**src/rtl/core/pcs_pkg.sv**
```systemverilog
// ----------------------------------------------------------------------------
// pcs_pkg
// Types, constants and helpers of the precharge contactor sequencer.
// ----------------------------------------------------------------------------
package pcs_pkg;

    localparam int CNT_W     = 8;
    localparam int CFG_W     = 8;
    localparam int CMP_W     = (CNT_W > CFG_W) ? CNT_W : CFG_W;
    localparam int STATUS_W  = 8;
    localparam int DRIVE_W   = 12;
    localparam int NUM_CH    = 4;
    localparam int CFG_IDX_W = 2;
    localparam int FIFO_DEPTH = 2;
    localparam int FIFO_CNT_W = $clog2(FIFO_DEPTH + 1);
    localparam int FIFO_PTR_W = $clog2(FIFO_DEPTH);

    localparam logic [CNT_W-1:0]    CNT_MAX     = {CNT_W{1'b1}};
    localparam logic [STATUS_W-1:0] READY_CODE  = 8'h20;
    localparam logic [CFG_W-1:0]    PRE_TICKS_RST = 8'd30;
    localparam logic [CFG_W-1:0]    REL_AFTER_RST = 8'd10;

    localparam logic [CFG_IDX_W-1:0] CFG_PRECHARGE_TICKS = 2'd0;
    localparam logic [CFG_IDX_W-1:0] CFG_RELEASE_AFTER   = 2'd1;

    // Drive vector positions of the channel contactors.
    localparam int PRE_BIT  [NUM_CH] = '{0, 2, 5, 7};
    localparam int MAIN_BIT [NUM_CH] = '{1, 3, 6, 8};
    localparam int AUX0_BIT  = 4;
    localparam int AUX1_BIT  = 9;
    localparam int PUMP0_BIT = 10;
    localparam int PUMP1_BIT = 11;

    typedef struct packed {
        logic             step;
        logic             close;
        logic [CNT_W-1:0] thr;
        logic [CNT_W-1:0] lim;
    } t_chan_ctrl;

    typedef struct packed {
        logic pre;
        logic main;
    } t_chan_stat;

    typedef struct packed {
        logic [DRIVE_W-1:0] contactor_drive;
        logic               peer_close_command;
        logic               acm_group_a_run;
        logic               acm_group_b_run;
    } t_result;

    function automatic logic [CNT_W-1:0] sat_inc(input logic [CNT_W-1:0] v);
        return (v == CNT_MAX) ? v : v + 1'b1;
    endfunction

endpackage

```
**src/rtl/core/pcs_if.sv**
```systemverilog
// ----------------------------------------------------------------------------
// Sequencer channel interfaces
// Tick input, result output and register write channels.
// ----------------------------------------------------------------------------
interface pcs_in_if
    import pcs_pkg::*;
();
    logic                valid;
    logic                ready;
    logic                is_master;
    logic [STATUS_W-1:0] pack1_hv_status;
    logic [STATUS_W-1:0] pack2_hv_status;
    logic                slave_close_request;

    modport source (output valid, is_master, pack1_hv_status, pack2_hv_status,
                    slave_close_request, input ready);
    modport sink   (input valid, is_master, pack1_hv_status, pack2_hv_status,
                    slave_close_request, output ready);
endinterface

interface pcs_out_if
    import pcs_pkg::*;
();
    logic               valid;
    logic               ready;
    logic [DRIVE_W-1:0] contactor_drive;
    logic               peer_close_command;
    logic               acm_group_a_run;
    logic               acm_group_b_run;

    modport source (output valid, contactor_drive, peer_close_command,
                    acm_group_a_run, acm_group_b_run, input ready);
    modport sink   (input valid, contactor_drive, peer_close_command,
                    acm_group_a_run, acm_group_b_run, output ready);
endinterface

interface pcs_cfg_if
    import pcs_pkg::*;
();
    logic                 valid;
    logic                 ready;
    logic [CFG_IDX_W-1:0] index;
    logic [CFG_W-1:0]     data;

    modport source (output valid, index, data, input ready);
    modport sink   (input valid, index, data, output ready);
endinterface

```
**src/rtl/core/pcs_channel.sv**
```systemverilog
// ----------------------------------------------------------------------------
// pcs_channel
// One precharge channel: precharge and main contactor with their counters.
// ----------------------------------------------------------------------------
module pcs_channel
    import pcs_pkg::*;
(
    input  logic       i_clk,
    input  logic       i_rst_n,
    input  t_chan_ctrl i_ctrl,
    output t_chan_stat o_stat
);

    logic             r_pre, r_main;
    logic [CNT_W-1:0] r_pc, r_rc;
    logic             n_pre, n_main;
    logic [CNT_W-1:0] n_pc, n_rc;

    always_comb begin
        n_pre  = r_pre;
        n_main = r_main;
        n_pc   = r_pc;
        n_rc   = r_rc;
        if (i_ctrl.close) begin
            if (!r_main) begin
                if (r_pc < i_ctrl.thr) begin
                    if (r_pc == '0) begin
                        n_pre = 1'b1;
                    end
                    n_pc = sat_inc(r_pc);
                end
                if (n_pc >= i_ctrl.thr) begin
                    n_main = 1'b1;
                end
            end
            // The release counter runs while the main contactor is closed and
            // restarts each time it passes the limit.
            if (n_main) begin
                n_rc = sat_inc(r_rc);
                if (r_rc > i_ctrl.lim) begin
                    n_pre = 1'b0;
                    n_pc  = '0;
                    n_rc  = '0;
                end
            end
        end else begin
            // Opening keeps the release count.
            n_pre  = 1'b0;
            n_main = 1'b0;
            n_pc   = '0;
        end
    end

    always_ff @(posedge i_clk) begin
        if (!i_rst_n) begin
            r_pre  <= 1'b0;
            r_main <= 1'b0;
            r_pc   <= '0;
            r_rc   <= '0;
        end else if (i_ctrl.step) begin
            r_pre  <= n_pre;
            r_main <= n_main;
            r_pc   <= n_pc;
            r_rc   <= n_rc;
        end
    end

    assign o_stat.pre  = n_pre;
    assign o_stat.main = n_main;

endmodule

```
**src/rtl/core/precharge_contactor_sequencer_top.sv**
```systemverilog
// ----------------------------------------------------------------------------
// precharge_contactor_sequencer_top
// Master/slave close decision and four precharge channels for the HV packs.
// ----------------------------------------------------------------------------
//  Channel  Dir  Payload                                          Beat when
//  i_in     in   is_master, pack1/pack2_hv_status, close request  valid & ready
//  o_out    out  contactor_drive, peer_close_command, acm runs    valid & ready
//  i_cfg    in   index, data (0: precharge_ticks, 1: release_after) valid (ready high)
//
//  One tick beat per cycle while i_in.ready is high; its result is registered in the result queue on acceptance.
//  The state update is one pass of compare/increment logic per channel.
//  A two-entry result queue lets input beats keep flowing while o_out stalls;
//  i_in.ready drops only when both entries are full.
//  Synchronous reset opens all contactors and clears counters and holds.
// ----------------------------------------------------------------------------
module precharge_contactor_sequencer_top
    import pcs_pkg::*;
(
    input  logic        i_clk,
    input  logic        i_rst_n,
    pcs_in_if.sink      i_in,
    pcs_out_if.source   o_out,
    pcs_cfg_if.sink     i_cfg
);

    logic [CFG_W-1:0] r_pre_ticks, r_rel_after;
    logic             r_peer;
    logic [1:0]       r_acm;
    logic             n_peer;
    logic [1:0]       n_acm;

    logic             accept, pop, close_now, p2_ready;
    logic [CMP_W-1:0] thr_wide, lim_wide;
    logic [CNT_W-1:0] thr, lim;
    t_chan_ctrl       chan_ctrl;
    t_chan_stat       chan_stat [NUM_CH];
    logic [DRIVE_W-1:0] drive_next;
    t_result          result;

    t_result                r_slot [FIFO_DEPTH];
    logic [FIFO_PTR_W-1:0]  r_wr_ptr, r_rd_ptr;
    logic [FIFO_CNT_W-1:0]  r_count;

    // Register writes
    assign i_cfg.ready = 1'b1;

    always_ff @(posedge i_clk) begin
        if (!i_rst_n) begin
            r_pre_ticks <= PRE_TICKS_RST;
            r_rel_after <= REL_AFTER_RST;
        end else if (i_cfg.valid) begin
            unique case (i_cfg.index)
                CFG_PRECHARGE_TICKS: r_pre_ticks <= i_cfg.data;
                CFG_RELEASE_AFTER:   r_rel_after <= i_cfg.data;
                default: ;
            endcase
        end
    end

    // Thresholds clipped to the counter range.
    always_comb begin
        thr_wide = CMP_W'(r_pre_ticks);
        lim_wide = CMP_W'(r_rel_after);
        if (thr_wide > CMP_W'(CNT_MAX)) begin
            thr_wide = CMP_W'(CNT_MAX);
        end
        if (lim_wide > CMP_W'(CNT_MAX) - 1'b1) begin
            lim_wide = CMP_W'(CNT_MAX) - 1'b1;
        end
    end

    assign thr = thr_wide[CNT_W-1:0];
    assign lim = lim_wide[CNT_W-1:0];

    // Close decision and master-side commands
    assign accept    = i_in.valid && i_in.ready;
    assign p2_ready  = (i_in.pack2_hv_status == READY_CODE);
    assign close_now = i_in.is_master ? (i_in.pack1_hv_status == READY_CODE)
                                      : i_in.slave_close_request;

    always_comb begin
        n_peer = r_peer;
        n_acm  = r_acm;
        if (i_in.is_master) begin
            n_peer = p2_ready;
            n_acm  = {p2_ready, close_now};
        end
    end

    always_ff @(posedge i_clk) begin
        if (!i_rst_n) begin
            r_peer <= 1'b0;
            r_acm  <= '0;
        end else if (accept) begin
            r_peer <= n_peer;
            r_acm  <= n_acm;
        end
    end

    assign chan_ctrl.step  = accept;
    assign chan_ctrl.close = close_now;
    assign chan_ctrl.thr   = thr;
    assign chan_ctrl.lim   = lim;

    for (genvar c = 0; c < NUM_CH; c++) begin : g_chan
        pcs_channel u_chan (
            .i_clk   (i_clk),
            .i_rst_n (i_rst_n),
            .i_ctrl  (chan_ctrl),
            .o_stat  (chan_stat[c])
        );
    end

    always_comb begin
        drive_next = '0;
        for (int c = 0; c < NUM_CH; c++) begin
            drive_next[PRE_BIT[c]]  = chan_stat[c].pre;
            drive_next[MAIN_BIT[c]] = chan_stat[c].main;
        end
        drive_next[AUX0_BIT]  = close_now;
        drive_next[AUX1_BIT]  = close_now;
        drive_next[PUMP0_BIT] = close_now;
        drive_next[PUMP1_BIT] = close_now;
    end

    assign result.contactor_drive    = drive_next;
    assign result.peer_close_command = n_peer;
    assign result.acm_group_a_run    = n_acm[0];
    assign result.acm_group_b_run    = n_acm[1];

    // Result queue
    assign pop        = o_out.valid && o_out.ready;
    assign i_in.ready = (r_count != FIFO_CNT_W'(FIFO_DEPTH));

    always_ff @(posedge i_clk) begin
        if (accept) begin
            r_slot[r_wr_ptr] <= result;
        end
    end

    always_ff @(posedge i_clk) begin
        if (!i_rst_n) begin
            r_wr_ptr <= '0;
            r_rd_ptr <= '0;
            r_count  <= '0;
        end else begin
            if (accept) begin
                r_wr_ptr <= r_wr_ptr + 1'b1;
            end
            if (pop) begin
                r_rd_ptr <= r_rd_ptr + 1'b1;
            end
            if (accept && !pop) begin
                r_count <= r_count + 1'b1;
            end else if (pop && !accept) begin
                r_count <= r_count - 1'b1;
            end
        end
    end

    assign o_out.valid              = (r_count != '0);
    assign o_out.contactor_drive    = r_slot[r_rd_ptr].contactor_drive;
    assign o_out.peer_close_command = r_slot[r_rd_ptr].peer_close_command;
    assign o_out.acm_group_a_run    = r_slot[r_rd_ptr].acm_group_a_run;
    assign o_out.acm_group_b_run    = r_slot[r_rd_ptr].acm_group_b_run;

endmodule

```
**src/flat_wrapper.sv**
```systemverilog
// flat-port wrapper written by rule: the top's interface ports become plain ports
module precharge_contactor_sequencer_top_flat import pcs_pkg::*;
  (i_clk, i_rst_n, i_in_valid, i_in_is_master, i_in_pack1_hv_status, i_in_pack2_hv_status, i_in_slave_close_request, i_in_ready, o_out_valid, o_out_contactor_drive, o_out_peer_close_command, o_out_acm_group_a_run, o_out_acm_group_b_run, o_out_ready, i_cfg_valid, i_cfg_index, i_cfg_data, i_cfg_ready);
  pcs_in_if i_in_i ();
  pcs_out_if o_out_i ();
  pcs_cfg_if i_cfg_i ();
  input  logic i_clk;
  input  logic i_rst_n;
  input wire logic [$bits(i_in_i.valid)-1:0] i_in_valid;
  input wire logic [$bits(i_in_i.is_master)-1:0] i_in_is_master;
  input wire logic [$bits(i_in_i.pack1_hv_status)-1:0] i_in_pack1_hv_status;
  input wire logic [$bits(i_in_i.pack2_hv_status)-1:0] i_in_pack2_hv_status;
  input wire logic [$bits(i_in_i.slave_close_request)-1:0] i_in_slave_close_request;
  output wire logic [$bits(i_in_i.ready)-1:0] i_in_ready;
  output wire logic [$bits(o_out_i.valid)-1:0] o_out_valid;
  output wire logic [$bits(o_out_i.contactor_drive)-1:0] o_out_contactor_drive;
  output wire logic [$bits(o_out_i.peer_close_command)-1:0] o_out_peer_close_command;
  output wire logic [$bits(o_out_i.acm_group_a_run)-1:0] o_out_acm_group_a_run;
  output wire logic [$bits(o_out_i.acm_group_b_run)-1:0] o_out_acm_group_b_run;
  input wire logic [$bits(o_out_i.ready)-1:0] o_out_ready;
  input wire logic [$bits(i_cfg_i.valid)-1:0] i_cfg_valid;
  input wire logic [$bits(i_cfg_i.index)-1:0] i_cfg_index;
  input wire logic [$bits(i_cfg_i.data)-1:0] i_cfg_data;
  output wire logic [$bits(i_cfg_i.ready)-1:0] i_cfg_ready;
  assign i_in_i.valid = i_in_valid;
  assign i_in_i.is_master = i_in_is_master;
  assign i_in_i.pack1_hv_status = i_in_pack1_hv_status;
  assign i_in_i.pack2_hv_status = i_in_pack2_hv_status;
  assign i_in_i.slave_close_request = i_in_slave_close_request;
  assign i_in_ready = i_in_i.ready;
  assign o_out_valid = o_out_i.valid;
  assign o_out_contactor_drive = o_out_i.contactor_drive;
  assign o_out_peer_close_command = o_out_i.peer_close_command;
  assign o_out_acm_group_a_run = o_out_i.acm_group_a_run;
  assign o_out_acm_group_b_run = o_out_i.acm_group_b_run;
  assign o_out_i.ready = o_out_ready;
  assign i_cfg_i.valid = i_cfg_valid;
  assign i_cfg_i.index = i_cfg_index;
  assign i_cfg_i.data = i_cfg_data;
  assign i_cfg_ready = i_cfg_i.ready;
  precharge_contactor_sequencer_top u_core (.i_clk(i_clk), .i_rst_n(i_rst_n), .i_in(i_in_i), .o_out(o_out_i), .i_cfg(i_cfg_i));
endmodule
```
**config.mk**
```make
export PLATFORM = sky130hd
export DESIGN_NAME = precharge_contactor_sequencer_top_flat
export DESIGN_NICKNAME = d
export VERILOG_FILES = /design/src/rtl/core/pcs_pkg.sv /design/src/rtl/core/pcs_if.sv /design/src/rtl/core/pcs_channel.sv /design/src/rtl/core/precharge_contactor_sequencer_top.sv /design/src/flat_wrapper.sv
export SDC_FILE = /design/constraint.sdc
export NUM_CORES = 1
export LEC_CHECK = 0
export ABC_AREA = 0
export ABC_CLOCK_PERIOD_IN_PS = 4900
export CORE_MARGIN = 2
export CORE_UTILIZATION = 36
export DETAILED_ROUTE_END_ITERATION = 8
export DONT_BUFFER_PORTS = 1
export PLACE_DENSITY = 0.53
export SYNTH_ARGS = -nofsm -noshare
export SYNTH_HDL_FRONTEND = slang
export SYNTH_SLANG_ARGS = --single-unit
export TNS_END_PERCENT = 50
```
**constraint.sdc**
```tcl
create_clock -name i_clk -period 4.9 [get_ports i_clk]
set_input_delay 0.735 -clock i_clk [delete_from_list [all_inputs] [get_ports i_clk]]
set_output_delay 0.735 -clock i_clk [all_outputs]
set_load 0.02 [all_outputs]
```
==> parameters.txt, run 1 <==
Parameter                              Value

CTS
  CTS tree    done
  Clk root buf    sky130_fd_sc_hd__clkbuf_16
  Number of buffers added for setup after CTS    0
  H-tree Lvls    4
  Clk pin slew, worst setup/hold paths    about 0.06 ns
  Hold_buf cts    0
  TritonCTS buffer count    17
  Clock network latency to the later pin of the worst-skew pair    0.43 ns
  Maximum number of buffers from clock root to sink    2
  TritonCTS Sinks    120
  Post-cts resize count    0

Timing
  Period utilisation layout    between 90 and 100%
  Setup repair after global routing missed its margin    false
  FMAX    217 MHz
  Post-route setup slack    0.298 ns
  Setup violations, final    0
  Total count of max-transition violations in the final report    0
  Worst rel slew slack    between 20% and 30%
  Fin. Hold Viols    0
  Final sum of negative setup slack    0 ns
  Slew at the pin closest to its max-slew limit    1.13 ns
  Clk_skew    approximately 0.013 ns
  Min Clock Period, post-route    roughly 4.6 ns

GRT
  Overall overflow remaining after global route    0
  Number of antenna violations at the first check in global routing    0
  Wire length of the first global-routing pass    38300 um
  Number of global-route vias before repair    between 7000 and 8000
  Pin count of the biggest net entering global routing    between 40 and 50
  GRT Overall Usage    19.9%

Worst hold path
  Class of the worst hold path    input port to register

Power and ir drop
  Clock power frac    46.5%
  Pwr Total    ~2.8 mW
  Internal Dissipation    about 2 mW
  Cell area power density    304 mW/mm^2
  Net switching share of the total power    30.6%
  Combinational cell fraction of total power    14.2%
  Highest ir drop seen on vdd    0.239 mV
  Leak Pwr    3.83 nW
  Sequential cell fraction of total power    39.2%
  Switching power    0.869 mW

Detailed routing
  Per-cell routed wire length    18.4 um
  Final antenna-violating net count    0
  Detailed-routing iteration count for the pre-antenna-repair pass    6
  Drt initial violations    632
  Via count    7456
  DRC viols    0
  Routed wire length    23700 um
  Vias per cell    5.78

Critical path
  FF-to-FF Start    u_core.r_pre_ticks[2]$_SDFFE_PN1P_
  Maximum cell stage delay along the critical path    0.68 ns
  Top cell family by delay on the critical path    compound AO/OA/AOI/OAI gates
  Number of stages on the worst setup path    15
  Worst reg-to-reg setup slack    0.30 ns
  Cell with the largest stage delay on the worst path    sky130_fd_sc_hd__o21ai_1
  Critical Path Start Type    register
  Buffers and inverters on the worst path    1
  Number of cells on the worst reg-to-reg path    15
  Critical setup path kind    register to register
  Worst path required time    5.23 ns
  Termination of the worst setup path    u_core.g_chan[3].u_chan.r_rc[4]$_SDFFE_PN0P_
  List of cells traversed by the critical path    inv_1, ha_1, a211o_1, a31oi_1, o311a_1, nand2_1, nor2_1, xor2_1, ha_1, o211ai_1, o21a_1, o21ai_1, nand2_1, o21ai_1, o21ba_2
  Data arrival, critical path    4.93 ns
  Endpoint of the worst register-to-register path    u_core.g_chan[3].u_chan.r_rc[4]$_SDFFE_PN0P_
  Nature of the critical path endpoint    register
  Timing startpoint of the critical path    u_core.r_pre_ticks[2]$_SDFFE_PN1P_
  CP max FO    10

Synth
  Post-synthesis cell type count    74
  Average cell area after synthesis    just under 9 um^2
  Gate Count Post-Synth    between 900 and 1000
  Total of warnings raised by yosys    0
  #FFs+latches synth    120
  Share of synthesized area occupied by flip-flops and latches    31.4%
  Synth Flop Type    sky130_fd_sc_hd__dfxtp_1
  Number of enable-type register cells in the synthesized netlist    24
  Async S/R FF share, synth    0%
  Synthesized Nets    1105
  Area of the mapped netlist    0.00841 mm^2

Die
  Number of I/O pins    a little over 50
  Initial core utilization    36.9%
  Area of the core    ~0.023 mm^2
  Die H    157 um
  Core Rows    55
  Die W    roughly 160 um
  Die Outline Area    between 0.02 and 0.025 mm^2

Final layout
  Leading cell types in the layout, fill and taps excluded    sky130_fd_sc_hd__ha_1 (105), sky130_fd_sc_hd__dfxtp_1 (96), sky130_fd_sc_hd__nor2_1 (66)
  Number of diodes added for antenna fixing    0
  Nets@finish    1101
  Sequential cell area    0.00264 mm^2
  Layout overhead on the synthesized area    11.3%
  Filler Cell Count    2295
  Multi-input logic area    roughly 0.0054 mm^2
  Fraction of layout cells with a size suffix above 1    8.40%
  Commonest non-fill, non-tap cell in the layout    sky130_fd_sc_hd__ha_1

Placement
  GPL Wtd Cong    0.880
  Post-Place Worst Slack    0.415 ns
  Input/output buffers    0
  Total half-perimeter wirelength after legalization and detailed placement    17100 um

Flow run
  Max Cap Violations    0

Status
  Outcome    finished clean
state kept, by name, indices dropped and copies added (netlist names), 4 cells and up, named ones only:
register	count
u_core.g_chan.u_chan.r_main	4
u_core.g_chan.u_chan.r_pc	32
u_core.g_chan.u_chan.r_pre	4
u_core.g_chan.u_chan.r_rc	32
u_core.r_pre_ticks	8
u_core.r_rel_after	8
u_core.r_slot	24
worst min path at each step:
stage                                       startpoint                                  to  slack, ns  depth (start not counted)
after floorplan           u_core.r_acm[1]$_SDFFE_PN0P_        u_core.r_acm[1]$_SDFFE_PN0P_       0.43                          2
after global placement    u_core.r_acm[1]$_SDFFE_PN0P_        u_core.r_acm[1]$_SDFFE_PN0P_       0.44                          2
after detailed placement  u_core.r_acm[1]$_SDFFE_PN0P_        u_core.r_acm[1]$_SDFFE_PN0P_       0.46                          2
after CTS                                      i_rst_n  u_core.r_rel_after[1]$_SDFFE_PN1P_       0.36                          1
after global routing                           i_rst_n  u_core.r_rel_after[1]$_SDFFE_PN1P_       0.35                          1
final                                          i_rst_n  u_core.r_rel_after[1]$_SDFFE_PN1P_       0.37                          1
layout make-up:
| cell class | instances | area share (%) |
|---|---|---|
| Timing Repair Buffer | 13 | 1.04 |
| Tap cell | 313 | 4.18 |
| Clock inverter | 15 | 1.94 |
| Multi-Input combinational cell | 763 | 58.1 |
| Inverter | 48 | 1.98 |
| Clock buffer | 17 | 4.54 |
| Sequential cell | 120 | 28.2 |
kinds of logic (layout without fill, tap and decap cells):
group	after synthesis	in the layout	synth area share, %
fa+ha+maj	105	105	15.6
buf+inv	84	93	4.02
compound gates	274	274	22.0
xor+xnor	24	24	2.50
flops	120	120	31.4
mux	21	21	2.69
other cells	1	1	0.0446
simple gates	338	338	21.7
through the flow:
step	utilization, %	hold WS (ns)	std cells	area [um^2]
3_3_place_gp	38.4	0.441	1257	8750
5_1_grt	41.1	0.353	1289	9360
2_1_floorplan	-	0.432	967	8410
3_5_place_dp	38.4	0.459	1257	8750
6_report	41.1	0.366	1289	9360
4_1_cts	41.1	0.355	1289	9360
cells in the mapped netlist (24+ instances only):
library cell / instances / area [um^2]
sky130_fd_sc_hd__clkbuf_1: 26 / 97.6
sky130_fd_sc_hd__dfxtp_1: 96 / 1920
sky130_fd_sc_hd__nand3_1: 44 / 220
sky130_fd_sc_hd__inv_1: 46 / 173
sky130_fd_sc_hd__nor2_1: 66 / 248
sky130_fd_sc_hd__nand4_1: 30 / 188
sky130_fd_sc_hd__o21ai_0: 47 / 235
sky130_fd_sc_hd__ha_1: 105 / 1310
sky130_fd_sc_hd__edfxtp_1: 24 / 721
sky130_fd_sc_hd__nand2_1: 57 / 214
sky130_fd_sc_hd__a31oi_1: 33 / 206
sky130_fd_sc_hd__a21oi_1: 60 / 300
sky130_fd_sc_hd__nor3_1: 26 / 130
power by group through the flow:
| stage | Sequential, mW | Combinational, mW | Clock, mW |
|---|---|---|---|
| finish | 1.11 | 0.405 | 1.32 |
| global placement | 1.14 | 0.404 | 0 |
| floorplan | 1.12 | 0.339 | 0 |
| global route | 1.12 | 0.448 | 1.39 |
| detailed placement | 1.14 | 0.405 | 0 |
| CTS | 1.12 | 0.408 | 1.35 |
metal layers:
| metal | GRT usage (%) | vias to the layer above | share of wire (%) |
|---|---|---|---|
| li1 | - | 3707 | - |
| met1 | 27.1 | 3550 | 48 |
| met2 | 31.8 | 175 | 46 |
| met3 | 4.13 | 24 | 4.1 |
| met4 | 5.85 | 0 | 1.7 |
| met5 | 0 | - | 0 |
Power figures use the tool's default switching activity.
==> inputs of run 2 (changes only) <==
- BUFFER_PORTS_ARGS: default -> -buffer_cell sky130_fd_sc_hd__buf_2
- DONT_BUFFER_PORTS: 1 -> default
- PLACE_DENSITY: 0.53 -> 0.55
==> run 2 against run 1 <==
  * First-iteration DRC count fell by 28%
  * Utilization grew 1.1 points
  * Sequential share of layout area is 0.72 points lower
  * Sequential cell count did not move
  * Critical path depth shrank 1
  * Largest cell class unchanged
==> parameters.txt, run 2 (synthesis results as in run 1) <==
Parameter                              Value

Placement
  GPL Wtd Cong    0.861 (-2.2%)
  Total instance count after detailed placement    1311 (+4.3%)
  Post-Place Worst Slack    0.542 ns (+0.128 ns)
  Total half-perimeter wirelength after legalization and detailed placement    17300 um (+1.1%)
  Dpl cell area    0.00903 mm^2 (+3.2%)
  Input/output buffers    49 (+49)

Detailed routing
  Per-cell routed wire length    17.2 um (-6.2%)
  Via count    7563 (+1.4%)
  Detailed-routing iteration count for the pre-antenna-repair pass    7 (+1)
  Routed wire length    23100 um (-2.2%)
  Final antenna-violating net count    0 (unchanged)
  DRC viols    0 (unchanged)
  Drt initial violations    452 (-28%)
  Vias per cell    5.63 (-2.6%)

Final layout
  Layout overhead on the synthesized area    14.2%
  Nets@finish    1155 (+4.9%)
  Layout Utilization    42.2% (+1.1 points)
  Largest registers    u_core.g_chan.u_chan.r_pc: 32 flops, u_core.g_chan.u_chan.r_rc: 32 flops, u_core.r_slot: 24 flops
  Post-route cell area    0.00961 mm^2 (+2.6%)
  Fraction of layout cells with a size suffix above 1    13.0% (+4.6 points)
  Filler Cell Count    2278 (-0.74%)
  Count of placed standard cells in the final layout, fillers left out    1343 (+4.2%)
  Number of diodes added for antenna fixing    0 (unchanged)
  Leading cell types in the layout, fill and taps excluded    sky130_fd_sc_hd__ha_1 (105), sky130_fd_sc_hd__dfxtp_1 (96), sky130_fd_sc_hd__nor2_1 (66)
  Commonest non-fill, non-tap cell in the layout    sky130_fd_sc_hd__ha_1

Power and ir drop
  Combinational cell fraction of total power    16.6% (+2.4 points)
  Net switching share of the total power    29.8% (-0.85 points)
  Cell area power density    293 mW/mm^2 (-3.5%)
  Pwr Total    2.81 mW (-1.0%)
  Switching power    0.837 mW (-3.7%)
  Internal Dissipation    1.98 mW (+0.21%)
  Sequential cell fraction of total power    39.6% (+0.4 points)
  Highest ir drop seen on vdd    0.221 mV (-7.4%)
  Clock power frac    43.9% (-2.6 points)
  Leak Pwr    4.04 nW (+5.7%)

Timing
  Final sum of negative setup slack    0 ns (unchanged)
  Clk_skew    0.00655 ns (-0.00655 ns)
  Setup repair after global routing missed its margin    false
  Total count of max-transition violations in the final report    0 (unchanged)
  Fin. Hold Viols    0 (unchanged)
  Worst rel slew slack    25.2% (+0.66 points)
  Worst hold margin    0.459 ns (+0.0932 ns)
  FMAX    229 MHz (+5.4%)
  Setup violations, final    0 (unchanged)
  Min Clock Period, post-route    4.37 ns (-0.235 ns)
  Period utilisation layout    89.1% (-4.8 points)
  Slew at the pin closest to its max-slew limit    1.12 ns (-0.00992 ns)
  Post-route setup slack    0.533 ns (+0.235 ns)

Critical path
  Worst path required time    5.22 ns (about the same)
  Nature of the critical path endpoint    register
  Data arrival, critical path    4.68 ns (-0.25 ns)
  Worst reg-to-reg setup slack    0.53 ns (+0.24 ns)
  Number of cells on the worst reg-to-reg path    14 (-1)
  Critical Path Start Type    register
  Critical setup path kind    register to register
  CP max FO    9 (-1)
  FF-to-FF Start    u_core.r_pre_ticks[5]$_SDFFE_PN0P_
  Endpoint of the worst register-to-register path    u_core.g_chan[0].u_chan.r_rc[6]$_SDFFE_PN0P_

Worst hold path
  Class of the worst hold path    register to register
  Startpoint of the tightest hold check path    u_core.r_peer$_SDFFE_PN0P_
  Worst-case hold path end point    u_core.r_peer$_SDFFE_PN0P_
  Hold path depth    2 (+1)

Die
  Number of I/O pins    51 (unchanged)
  Die H    157 um (unchanged)
  Die W    157 um (unchanged)
  Die Outline Area    0.0246 mm^2 (unchanged)
  Core Rows    55 (unchanged)
  Area of the core    0.0228 mm^2 (unchanged)
  Initial core utilization    36.9% (unchanged)

GRT
  Pin count of the biggest net entering global routing    43 (unchanged)
  Number of global-route vias before repair    7218 (+2.7%)
  Overall overflow remaining after global route    0 (unchanged)
  Number of antenna violations at the first check in global routing    0 (unchanged)
  Wire length of the first global-routing pass    37600 um (-1.8%)
  GRT Overall Usage    19.4% (-0.49 points)

CTS
  Clk root buf    sky130_fd_sc_hd__clkbuf_16
  Post-cts resize count    0 (unchanged)
  Hold_buf cts    0 (unchanged)
  Maximum number of buffers from clock root to sink    2 (unchanged)
  H-tree Lvls    4 (unchanged)
  Number of buffers added for setup after CTS    0 (unchanged)
  Clk pin slew, worst setup/hold paths    0.06 ns (about the same)
  TritonCTS Sinks    120 (unchanged)
  TritonCTS buffer count    17 (unchanged)
  CTS tree    done
  Clock network latency to the later pin of the worst-skew pair    0.42 ns (about the same)

Status
  Outcome    finished clean

Flow run
  Max Cap Violations    0 (unchanged)
## run 2: layout make-up
type / instances / area (um^2) / share of cell area (%)
Clock buffer: 19 / 454 / 4.73
Clock inverter: 13 / 121 / 1.26
Inverter: 48 / 185 / 1.93
Multi-Input combinational cell: 763 / 5430 / 56.5
Sequential cell: 120 / 2640 / 27.5
Tap cell: 313 / 392 / 4.08
Timing Repair Buffer: 67 / 380 / 3.96
## run 2: metal layers
layer  up-vias  wire length (um)  track usage, %  part of all wire, %
met5         -                 0               0                    0
met4         0               415            5.64                  1.8
met3        35               850            3.49                  3.7
met2       153             10700            31.8                   46
met1      3566             11200            26.1                   48
li1       3809                 -               -                    -
## run 2: critical path, stage by stage (launching register included)
cell,delay [ns]
sky130_fd_sc_hd__dfxtp_1,0.29
sky130_fd_sc_hd__inv_1,0.29
sky130_fd_sc_hd__ha_1,0.32
sky130_fd_sc_hd__a211o_1,0.26
sky130_fd_sc_hd__o211ai_1,0.11
sky130_fd_sc_hd__o311a_1,0.39
sky130_fd_sc_hd__nand2_1,0.27
sky130_fd_sc_hd__mux2_2,0.34
sky130_fd_sc_hd__ha_1,0.27
sky130_fd_sc_hd__o211ai_1,0.09
sky130_fd_sc_hd__o21a_1,0.19
sky130_fd_sc_hd__o21ai_0,0.30
sky130_fd_sc_hd__nand2_1,0.26
sky130_fd_sc_hd__o21ai_0,0.61
sky130_fd_sc_hd__o21ba_2,0.24
## run 2: worst max-delay path by stage
stage                                                       from                                      endpoint  slack (ns)  cells after the start
detailed placement            u_core.r_pre_ticks[5]$_SDFFE_PN0P_  u_core.g_chan[0].u_chan.r_rc[6]$_SDFFE_PN0P_        0.54                     14
global placement    u_core.g_chan[0].u_chan.r_pc[2]$_SDFFE_PN0P_  u_core.g_chan[0].u_chan.r_rc[6]$_SDFFE_PN0P_        0.59                     13
global route                  u_core.r_pre_ticks[5]$_SDFFE_PN0P_  u_core.g_chan[0].u_chan.r_rc[6]$_SDFFE_PN0P_        0.14                     14
floorplan                     u_core.r_pre_ticks[2]$_SDFFE_PN1P_  u_core.g_chan[0].u_chan.r_pc[2]$_SDFFE_PN0P_        0.99                     15
CTS                           u_core.r_pre_ticks[5]$_SDFFE_PN0P_  u_core.g_chan[0].u_chan.r_rc[6]$_SDFFE_PN0P_        0.54                     14
finish                        u_core.r_pre_ticks[5]$_SDFFE_PN0P_  u_core.g_chan[0].u_chan.r_rc[6]$_SDFFE_PN0P_        0.53                     14
## run 2: power by group through the flow
stage | sequential [mW] | clock (mW) | combinational, mW
after global placement | 1.14 | 0 | 0.468
after CTS | 1.11 | 1.26 | 0.472
final | 1.11 | 1.23 | 0.466
after detailed placement | 1.14 | 0 | 0.469
after floorplan | 1.12 | 0 | 0.339
after global routing | 1.12 | 1.30 | 0.513
==> inputs of run 3 (changes only) <==
- CORE_ASPECT_RATIO: default -> 1.75
==> run 3 against run 2 <==
  * Sequential share of layout area shrank 0.13 points
  * Sequential cell count is the same
  * Critical path depth shrank 1
==> parameters.txt, run 3 (synthesis results as in run 1) <==
Parameter                              Value

Status
  Outcome    finished clean

Die
  Die W    120 um (-24%)
  Number of I/O pins    51 (unchanged)
  Core Rows    74 (+35%)
  Die Outline Area    0.0247 mm^2 (+0.19%)
  Die H    206 um (+31%)
  Initial core utilization    36.3% (-0.59 points)
  Area of the core    0.0231 mm^2 (+1.6%)

CTS
  Number of buffers added for setup after CTS    0 (unchanged)
  CTS tree    done
  Hold_buf cts    0 (unchanged)
  TritonCTS buffer count    17 (unchanged)
  Clk pin slew, worst setup/hold paths    0.06 ns (about the same)
  Post-cts resize count    0 (unchanged)
  Maximum number of buffers from clock root to sink    2 (unchanged)
  H-tree Lvls    4 (unchanged)
  TritonCTS Sinks    120 (unchanged)
  Clock network latency to the later pin of the worst-skew pair    0.45 ns (+0.03 ns)
  Clk root buf    sky130_fd_sc_hd__clkbuf_16

Detailed routing
  Detailed-routing iteration count for the pre-antenna-repair pass    5 (-2)
  Per-cell routed wire length    18.5 um (+7.5%)
  Final antenna-violating net count    0 (unchanged)
  Routed wire length    24800 um (+7.0%)
  Vias per cell    5.80 (+2.9%)
  Drt initial violations    331 (-27%)
  Via count    7745 (+2.4%)
  DRC viols    0 (unchanged)

Critical path
  Number of cells on the worst reg-to-reg path    13 (-1)
  Nature of the critical path endpoint    register
  FF-to-FF Start    u_core.g_chan[0].u_chan.r_pc[2]$_SDFFE_PN0P_
  Data arrival, critical path    4.84 ns (+0.16 ns)
  Critical Path Start Type    register
  Worst reg-to-reg setup slack    0.41 ns (-0.13 ns)
  Worst path required time    5.24 ns (+0.02 ns)
  Endpoint of the worst register-to-register path    u_core.g_chan[0].u_chan.r_rc[6]$_SDFFE_PN0P_
  Critical setup path kind    register to register
  CP max FO    9 (unchanged)

Final layout
  Filler Cell Count    2396 (+5.2%)
  Number of diodes added for antenna fixing    0 (unchanged)
  Fraction of layout cells with a size suffix above 1    13.3% (+0.27 points)
  Nets@finish    1157 (+0.17%)
  Layout Utilization    41.7% (-0.48 points)
  Leading cell types in the layout, fill and taps excluded    sky130_fd_sc_hd__ha_1 (105), sky130_fd_sc_hd__dfxtp_1 (96), sky130_fd_sc_hd__nor2_1 (66)
  Largest registers    u_core.g_chan.u_chan.r_pc: 32 flops, u_core.g_chan.u_chan.r_rc: 32 flops, u_core.r_slot: 24 flops
  Layout overhead on the synthesized area    14.7%
  Commonest non-fill, non-tap cell in the layout    sky130_fd_sc_hd__ha_1

Timing
  Setup repair after global routing missed its margin    false
  Setup violations, final    0 (unchanged)
  Fin. Hold Viols    0 (unchanged)
  Clk_skew    0.00967 ns (+0.00311 ns)
  Period utilisation layout    91.7% (+2.6 points)
  Final sum of negative setup slack    0 ns (unchanged)
  Min Clock Period, post-route    4.49 ns (+0.128 ns)
  Worst rel slew slack    23.4% (-1.8 points)
  FMAX    222 MHz (-2.9%)
  Slew at the pin closest to its max-slew limit    1.14 ns (+0.0216 ns)
  Post-route setup slack    0.405 ns (-0.128 ns)
  Total count of max-transition violations in the final report    0 (unchanged)

GRT
  Wire length of the first global-routing pass    40000 um (+6.4%)
  Number of global-route vias before repair    7734 (+7.1%)
  Overall overflow remaining after global route    0 (unchanged)
  GRT Overall Usage    20.9% (+1.5 points)
  Pin count of the biggest net entering global routing    43 (unchanged)
  Number of antenna violations at the first check in global routing    0 (unchanged)

Power and ir drop
  Combinational cell fraction of total power    16.4% (-0.2 points)
  Leak Pwr    4.06 nW (+0.49%)
  Cell area power density    299 mW/mm^2 (+2.3%)
  Clock power frac    45.1% (+1.2 points)
  Sequential cell fraction of total power    38.6% (-1.0 points)
  Internal Dissipation    2.06 mW (+4.2%)
  Net switching share of the total power    28.8% (-1.0 points)
  Highest ir drop seen on vdd    0.208 mV (-6.0%)
  Switching power    0.831 mW (-0.72%)

Placement
  GPL Wtd Cong    0.864 (+0.45%)
  Post-Place Worst Slack    0.424 ns (-0.119 ns)
  Input/output buffers    49 (unchanged)
  Total half-perimeter wirelength after legalization and detailed placement    18900 um (+8.8%)

Worst hold path
  Class of the worst hold path    register to register
  Startpoint of the tightest hold check path    u_core.r_peer$_SDFFE_PN0P_
  Worst-case hold path end point    u_core.r_peer$_SDFFE_PN0P_
  Hold path depth    2 (unchanged)

Flow run
  Max Cap Violations    0 (unchanged)
-- run 3: cell count changes in the layout (fill, tap and decap cells not counted), sizes merged --
cell / before / now
clkinv: 11 / 10
clkinvlp: 0 / 1
clkbuf: 19 / 18
buf: 67 / 69
inv: 49 / 48
bufinv: 1 / 3
-- run 3: how the worst max path moves through the flow --
| stage | to | startpoint | cells after the start |
|---|---|---|---|
| after CTS | u_core.g_chan[0].u_chan.r_rc[6]$_SDFFE_PN0P_ | u_core.g_chan[0].u_chan.r_pc[2]$_SDFFE_PN0P_ | 13 |
| after global routing | u_core.g_chan[0].u_chan.r_rc[6]$_SDFFE_PN0P_ | u_core.g_chan[0].u_chan.r_pc[2]$_SDFFE_PN0P_ | 14 |
| final | u_core.g_chan[0].u_chan.r_rc[6]$_SDFFE_PN0P_ | u_core.g_chan[0].u_chan.r_pc[2]$_SDFFE_PN0P_ | 13 |
| after detailed placement | u_core.g_chan[0].u_chan.r_rc[6]$_SDFFE_PN0P_ | u_core.g_chan[0].u_chan.r_pc[2]$_SDFFE_PN0P_ | 13 |
| after global placement | u_core.g_chan[0].u_chan.r_rc[6]$_SDFFE_PN0P_ | u_core.g_chan[0].u_chan.r_pc[2]$_SDFFE_PN0P_ | 13 |
| after floorplan | u_core.g_chan[0].u_chan.r_pc[2]$_SDFFE_PN0P_ | u_core.r_pre_ticks[2]$_SDFFE_PN1P_ | 15 |
-- run 3: per-layer routing --
layer	global-route usage (%)	share of wire (%)
met5	0	0
met3	3.09	2.8
met1	21.3	38
met2	39.8	54
met4	12.2	4.8
-- run 3: per-stage QoR --
step | power [mW] | hold slack, ns | instances | cell area [um^2]
4_1_cts | 2.93 | 0.469 | 1336 | 9650
5_1_grt | 3.00 | 0.500 | 1336 | 9650
2_1_floorplan | 1.45 | 0.432 | 967 | 8410
6_report | 2.89 | 0.467 | 1336 | 9650
3_3_place_gp | 1.61 | 0.444 | 1304 | 9040
3_5_place_dp | 1.62 | 0.450 | 1304 | 9040
-- run 3: final cells by class --
cell class / instances / area, um^2 / share of cell area, %
multi-input cells: 763 / 5440 / 56.3
flip-flops and latches: 120 / 2640 / 27.4
clock buffers: 18 / 439 / 4.55
repair buffers: 69 / 395 / 4.10
well taps: 304 / 380 / 3.94
inverters: 48 / 185 / 1.92
clock inverters: 14 / 173 / 1.79
-- run 3: power groups by stage --
stage	clock [mW]	combinational [mW]	sequential (mW)
5_1_grt	1.36	0.519	1.12
6_report	1.30	0.473	1.11
4_1_cts	1.33	0.480	1.12
3_3_place_gp	0	0.478	1.13
2_1_floorplan	0	0.339	1.12
3_5_place_dp	0	0.479	1.14
-- run 3: worst max-delay path, stage by stage, from the launching register on --
cell,delay (ns)
sky130_fd_sc_hd__dfxtp_1,0.54
sky130_fd_sc_hd__ha_1,0.32
sky130_fd_sc_hd__a211o_1,0.29
sky130_fd_sc_hd__a31oi_1,0.20
sky130_fd_sc_hd__o311a_1,0.39
sky130_fd_sc_hd__nand2_1,0.27
sky130_fd_sc_hd__mux2_2,0.33
sky130_fd_sc_hd__ha_1,0.27
sky130_fd_sc_hd__o211ai_1,0.09
sky130_fd_sc_hd__o21a_1,0.18
sky130_fd_sc_hd__o21ai_0,0.37
sky130_fd_sc_hd__nand2_1,0.28
sky130_fd_sc_hd__o21ai_0,0.61
sky130_fd_sc_hd__o21ba_2,0.24
